File: src/rtl/sip_pkg.sv
// ----------------------------------------------------------------------------
// sip_pkg
// shared widths, stage counts and item types of the segment crossing pipeline
// ----------------------------------------------------------------------------
package sip_pkg;

	localparam int COORD_BITS = 16;

	localparam int DIFF_W = COORD_BITS + 1;
	localparam int PROD_W = 2 * DIFF_W;
	localparam int SUM_W  = PROD_W + 1;
	localparam int LINE_W = 2 * COORD_BITS + 2;
	localparam int LO_W   = DIFF_W;
	localparam int HI_W   = LINE_W - LO_W;
	localparam int NUM_W  = DIFF_W + LINE_W + 1;
	localparam int DET_W  = SUM_W;
	localparam int QUO_W  = COORD_BITS + 1;
	localparam int DIV_W  = NUM_W + 2;

	localparam int FRONT_ST = 3;
	localparam int NUMER_ST = 4;
	localparam int DIV_ST   = QUO_W + 2;
	localparam int NSTAGE   = FRONT_ST + NUMER_ST + DIV_ST + 1;

	typedef logic signed [COORD_BITS-1:0] coord_t;
	typedef logic signed [DIFF_W-1:0]     diff_t;
	typedef logic signed [PROD_W-1:0]     prod_t;
	typedef logic signed [SUM_W-1:0]      sum_t;
	typedef logic signed [LINE_W-1:0]     line_t;
	typedef logic signed [NUM_W-1:0]      num_t;

	typedef struct packed {
		coord_t a_start_x;
		coord_t a_start_y;
		coord_t a_end_x;
		coord_t a_end_y;
		coord_t b_start_x;
		coord_t b_start_y;
		coord_t b_end_x;
		coord_t b_end_y;
	} in_item_t;

	typedef struct packed {
		logic   hit;
		coord_t cross_x;
		coord_t cross_y;
	} out_item_t;

	typedef struct packed {
		diff_t la;
		diff_t lb;
		diff_t ma;
		diff_t mb;
		line_t lc;
		line_t mc;
		sum_t  det;
		logic  hit;
	} front_t;

	typedef struct packed {
		logic [NUM_W-1:0] mag;
		logic [DET_W-1:0] den;
		logic             neg;
	} div_in_t;

	typedef struct packed {
		logic [QUO_W:0] quo;
		logic           neg;
	} div_out_t;

endpackage

File: src/rtl/sip_div.sv
// ----------------------------------------------------------------------------
// sip_div
// pipelined restoring divider, one quotient bit per stage, rounding to nearest
// ----------------------------------------------------------------------------
module sip_div (
	input  logic                          clk,
	input  logic [sip_pkg::DIV_ST-1:0]    en,
	input  sip_pkg::div_in_t              din,
	output sip_pkg::div_out_t             dout
);
	import sip_pkg::*;

	logic [DIV_W-1:0] rem_s [0:DIV_ST-2];
	logic [DIV_W-1:0] den_s [0:DIV_ST-2];
	logic [QUO_W:0]   quo_s [0:DIV_ST-1];
	logic             neg_s [0:DIV_ST-1];

	// rounding folded in: (2n + d) / (2d)
	always_ff @(posedge clk) begin
		if (en[0]) begin
			rem_s[0] <= DIV_W'({din.mag, 1'b0}) + DIV_W'(din.den);
			den_s[0] <= DIV_W'({din.den, 1'b0});
			quo_s[0] <= '0;
			neg_s[0] <= din.neg;
		end
	end

	for (genvar k = 1; k < DIV_ST; k++) begin : g_bit
		localparam int B = QUO_W + 1 - k;
		logic [DIV_W-1:0] t;
		logic             ge;
		assign t  = den_s[k-1] << B;
		assign ge = rem_s[k-1] >= t;
		always_ff @(posedge clk) begin
			if (en[k]) begin
				quo_s[k] <= quo_s[k-1] | ((QUO_W+1)'(ge) << B);
				neg_s[k] <= neg_s[k-1];
			end
		end
		if (k < DIV_ST - 1) begin : g_rem
			always_ff @(posedge clk) begin
				if (en[k]) begin
					rem_s[k] <= ge ? (rem_s[k-1] - t) : rem_s[k-1];
					den_s[k] <= den_s[k-1];
				end
			end
		end
	end

	assign dout.quo = quo_s[DIV_ST-1];
	assign dout.neg = neg_s[DIV_ST-1];

endmodule

File: config.mk
export PLATFORM = sky130hd
export DESIGN_NAME = sip_div
export DESIGN_NICKNAME = d
export VERILOG_FILES = /design/src/rtl/sip_pkg.sv /design/src/rtl/sip_div.sv
export SDC_FILE = /design/constraint.sdc
export NUM_CORES = 2
export LEC_CHECK = 0
export BUFFER_PORTS_ARGS = -buffer_cell sky130_fd_sc_hd__buf_2
export CAP_MARGIN = 40
export CORE_MARGIN = 3
export CORE_UTILIZATION = 65
export DETAILED_ROUTE_END_ITERATION = 12
export PLACE_DENSITY = 0.82
export SLEW_MARGIN = 10
export SYNTH_ARGS = -nofsm -noshare
export SYNTH_HDL_FRONTEND = slang
export SYNTH_SLANG_ARGS = --single-unit
File: constraint.sdc
create_clock -name clk -period 11.5 [get_ports clk]
set_input_delay 0.575 -clock clk [delete_from_list [all_inputs] [get_ports clk]]
set_output_delay 0.575 -clock clk [all_outputs]
set_load 0.005 [all_outputs]
==> results list <==
- The flow ran to the end, and the final reports show no timing, DRC or antenna violations.
* Die outline width: 399 um
- DP Worst Slack: 6.31 ns
* Filler-free cell count of the finished design: 11,600
* Drt pass-1 iters: 9
- Critical Path End Type: flop
* Clock network latency to the later pin of the worst-skew pair: 0.82 ns
- Cell family with most CP delay: compound AO/OA/AOI/OAI gates
- For this run, the slowest stage of the critical path takes 0.62 ns.
- First-pass GRT wire length: 391,000 um
- Via count of the first global-routing pass: 74,300
- The clock passes through at most 3 buffers.
- Unrepaired setup endpoints after global routing: false
- After detailed routing, the total wire length is 252,000 um.
- The routed layout has 72,300 vias.
- Row count: 143
- I/O Buffers: 126
- The number of hold-slack violations in the final timing report was 0.
- Period Utilization, post-route: 46.3%
- In this run the standard cell core region covers 153,000 um^2.
- At the pin with the least slew margin, the transition time is 1.02 ns.
* Number of enable-type register cells in the synthesized netlist: 1,774
- Number of levels the H-tree was split into: 4
- The number of antenna violations at the first check in global routing is 4.
* Type of element launching the critical path: flop
- Area leader, netlist: sky130_fd_sc_hd__edfxtp_1
* Dominant cells by area after synthesis: sky130_fd_sc_hd__edfxtp_1 (53%), sky130_fd_sc_hd__ha_1 (8.3%), sky130_fd_sc_hd__a21oi_1 (4.4%)
- Min Tclk post-route: 5.32 ns
* R2R Setup Slk: 6.18 ns
* Final worst slack: 6.18 ns
* Total setup buffers inserted after CTS: 0
* Max Clock Skew: 0.0518 ns
- Max frequency: 0.188 GHz
- For the final routed database, the setup TNS stands at 0 ns.
- At the end of routability-driven placement, the weighted congestion stood at 1.02.
- Class of the tightest hold or removal check: input pin to flop
* Max Fanout on Critical Path: 37
* Worst Path Buf+Inv: 2
- Average routed wire per standard cell: 21.8 um
- Drt via density: 6.25
- For this run, the share of the core covered by cells in the final layout is 71.7%.
- Number of sinks driven by the clock tree: 1,774
* Final HPWL from detailed placement: 192,000 um
- At the end of the flow, the number of nets in the layout was 10,200.
- The worst-case IR drop observed on VDD is 167 uV.
- Sequential cells were found to cover 53.0% of the synthesized design area.
* LEAKAGE: 43.9 nW
* Post-Synthesis Net Count: 10,000
* Routed Antenna Nets: 0
- The detailed router finished its first iteration with 5,378 violations.
- Power density relative to cell area: 256 nW/um^2
* Starting density of the core: 65.7%
* Number of top-level pins: 127
* Req. time, crit path: 12.04 ns
* Top flip-flop cell by instance count after synthesis: sky130_fd_sc_hd__edfxtp_1
- Fill cell count: 10,200
* Post-CTS resize count: 0
* Fin Hold WS: 0.0362 ns
* Max Slew Vio Count: 0
- The critical path is of the flop to flop type.
- At the worst endpoint, the arrival time is 5.86 ns.
* Clock-pin slew on the worst setup and hold paths: 0.07 ns
- Fraction of final layout cells sized beyond drive strength 1: 6.90%
- Number of distinct library cells after synthesis: 91
- Clock tree from TritonCTS: built
* Warning count from the yosys run: 0
* Share of async-settable or async-resettable flops after synthesis: 0%
- Share of the synthesized area in the top cell type: 53.0%
* Clock tree root buffer cell: sky130_fd_sc_hd__clkbuf_16
* Remaining Overflow, GRT: 0
* Area enclosed by the die boundary: 159,000 um^2
* Slew margin rel.: 31.4%
* Register bit count reported by yosys: 1,774
- Setup violation total in the final timing report: 0
- Number of placed instances, taps included: 11,200
- TritonCTS Buffers: 184
* Number of maximum-capacitance violations: 0
- Compared with the post-synthesis result, the final layout area differs by 9.15%.
- Die extent in y: 399 um
* Post-route DRC violation count: 0
* Cells traversed along the worst timing path: ha_1 > nor2b_1 > o211a_1 > o21ai_0 > a22oi_1 > a21oi_1 > o21ai_0 > a211oi_1 > a22o_1 > buf_4 > and2_1 > buf_4 > mux2_2
- Across every metal layer, demand over resource in global routing totals 31.4%.
* Largest net degree at the start of global routing: 74
- Count of hold-fix buffers inserted at cts: 26
- By count the netlist is led by sky130_fd_sc_hd__edfxtp_1 (1,774), sky130_fd_sc_hd__a21oi_1 (877), sky130_fd_sc_hd__inv_1 (841).
- Crit-path slowest cell: sky130_fd_sc_hd__a211oi_1
- Among all cell types in the netlist, the one instantiated most often is sky130_fd_sc_hd__edfxtp_1.
* Gate Count Post-Synth: 9,219
* Average instance area after synthesis: 10.9 um^2
- Netlist area before placement: 100,000 um^2
flip-flops by register name, summed over array words and instances, names as in the netlist:
| register | count |
|---|---|
| quo_s | 171 |
| den_s | 612 |
| rem_s | 972 |
| neg_s | 19 |
cells in the final DEF, fill, tap and decap left out, types with 80 or more instances in the layout:
cell                        count
sky130_fd_sc_hd__xnor2_1      409
sky130_fd_sc_hd__edfxtp_1    1774
sky130_fd_sc_hd__nor4_1        92
sky130_fd_sc_hd__a31oi_1       80
sky130_fd_sc_hd__a21o_1       371
sky130_fd_sc_hd__inv_1        840
sky130_fd_sc_hd__nand3_1      176
sky130_fd_sc_hd__nor3_1       137
sky130_fd_sc_hd__a21oi_1      874
sky130_fd_sc_hd__and3_1        81
sky130_fd_sc_hd__o21ai_0      561
sky130_fd_sc_hd__nand2_1      668
sky130_fd_sc_hd__mux2_2        96
sky130_fd_sc_hd__nor2_1       599
sky130_fd_sc_hd__ha_1         663
sky130_fd_sc_hd__o21bai_1      99
sky130_fd_sc_hd__xor2_1       309
sky130_fd_sc_hd__clkbuf_16    184
sky130_fd_sc_hd__nand4_1      152
sky130_fd_sc_hd__buf_2        117
sky130_fd_sc_hd__buf_4         89
layout make-up:
| type | instances | area (um^2) | share of cell area [%] |
|---|---|---|---|
| flip-flops and latches | 1774 | 53300 | 48.6 |
| multi-input cells | 6329 | 43100 | 39.3 |
| clock buffers | 225 | 4760 | 4.34 |
| inverters | 842 | 3160 | 2.88 |
| well taps | 2030 | 2540 | 2.32 |
| repair buffers | 244 | 1600 | 1.46 |
| clock inverters | 108 | 1200 | 1.10 |
| diodes | 10 | 25.0 | 0.0228 |
logic make-up after synthesis:
group           Yosys count  synth area share [%]
fa+ha+maj               681                  8.62
simple gates           2331                  11.3
xor+xnor                718                  6.26
flops                  1774                  53.0
buf+inv                1116                  4.21
compound gates         2485                  15.2
mux                     114                  1.31
metrics by stage:
step | area (um^2) | power (mW)
2_1_floorplan | 100000 | 18.7
3_3_place_gp | 103000 | 21.6
3_5_place_dp | 103000 | 22.0
4_1_cts | 110000 | 28.0
5_1_grt | 110000 | 29.7
6_report | 110000 | 28.1
path summary, 6_finish.rpt:
path | cells after the start | startpoint | endpoint
max reg2reg | 13 | rem_s[3][16]$_DFFE_PP_ | rem_s[4][47]$_DFFE_PP_
min | 1 | din[34] | den_s[0][34]$_DFFE_PP_
min reg2reg | 0 | quo_s[15][15]$_DFFE_PP_ | quo_s[16][15]$_DFFE_PP_
max | 13 | rem_s[3][16]$_DFFE_PP_ | rem_s[4][47]$_DFFE_PP_
power breakdown:
group          switching (mW)  total (mW)  internal (mW)
Sequential              0.926        10.2           9.30
Combinational            7.05        12.0           4.92
Clock                    2.54        5.89           3.35
Total                    10.5        28.1           17.6
metal layers:
metal,share of wire (%),track usage [%],vias to the layer above
met5,0,0,-
li1,-,-,34200
met2,55,62.7,2723
met3,3.7,3.45,980
met1,31,27.5,34300
met4,9.6,25.7,0
Note: power is estimated with default switching activity, not from simulation.
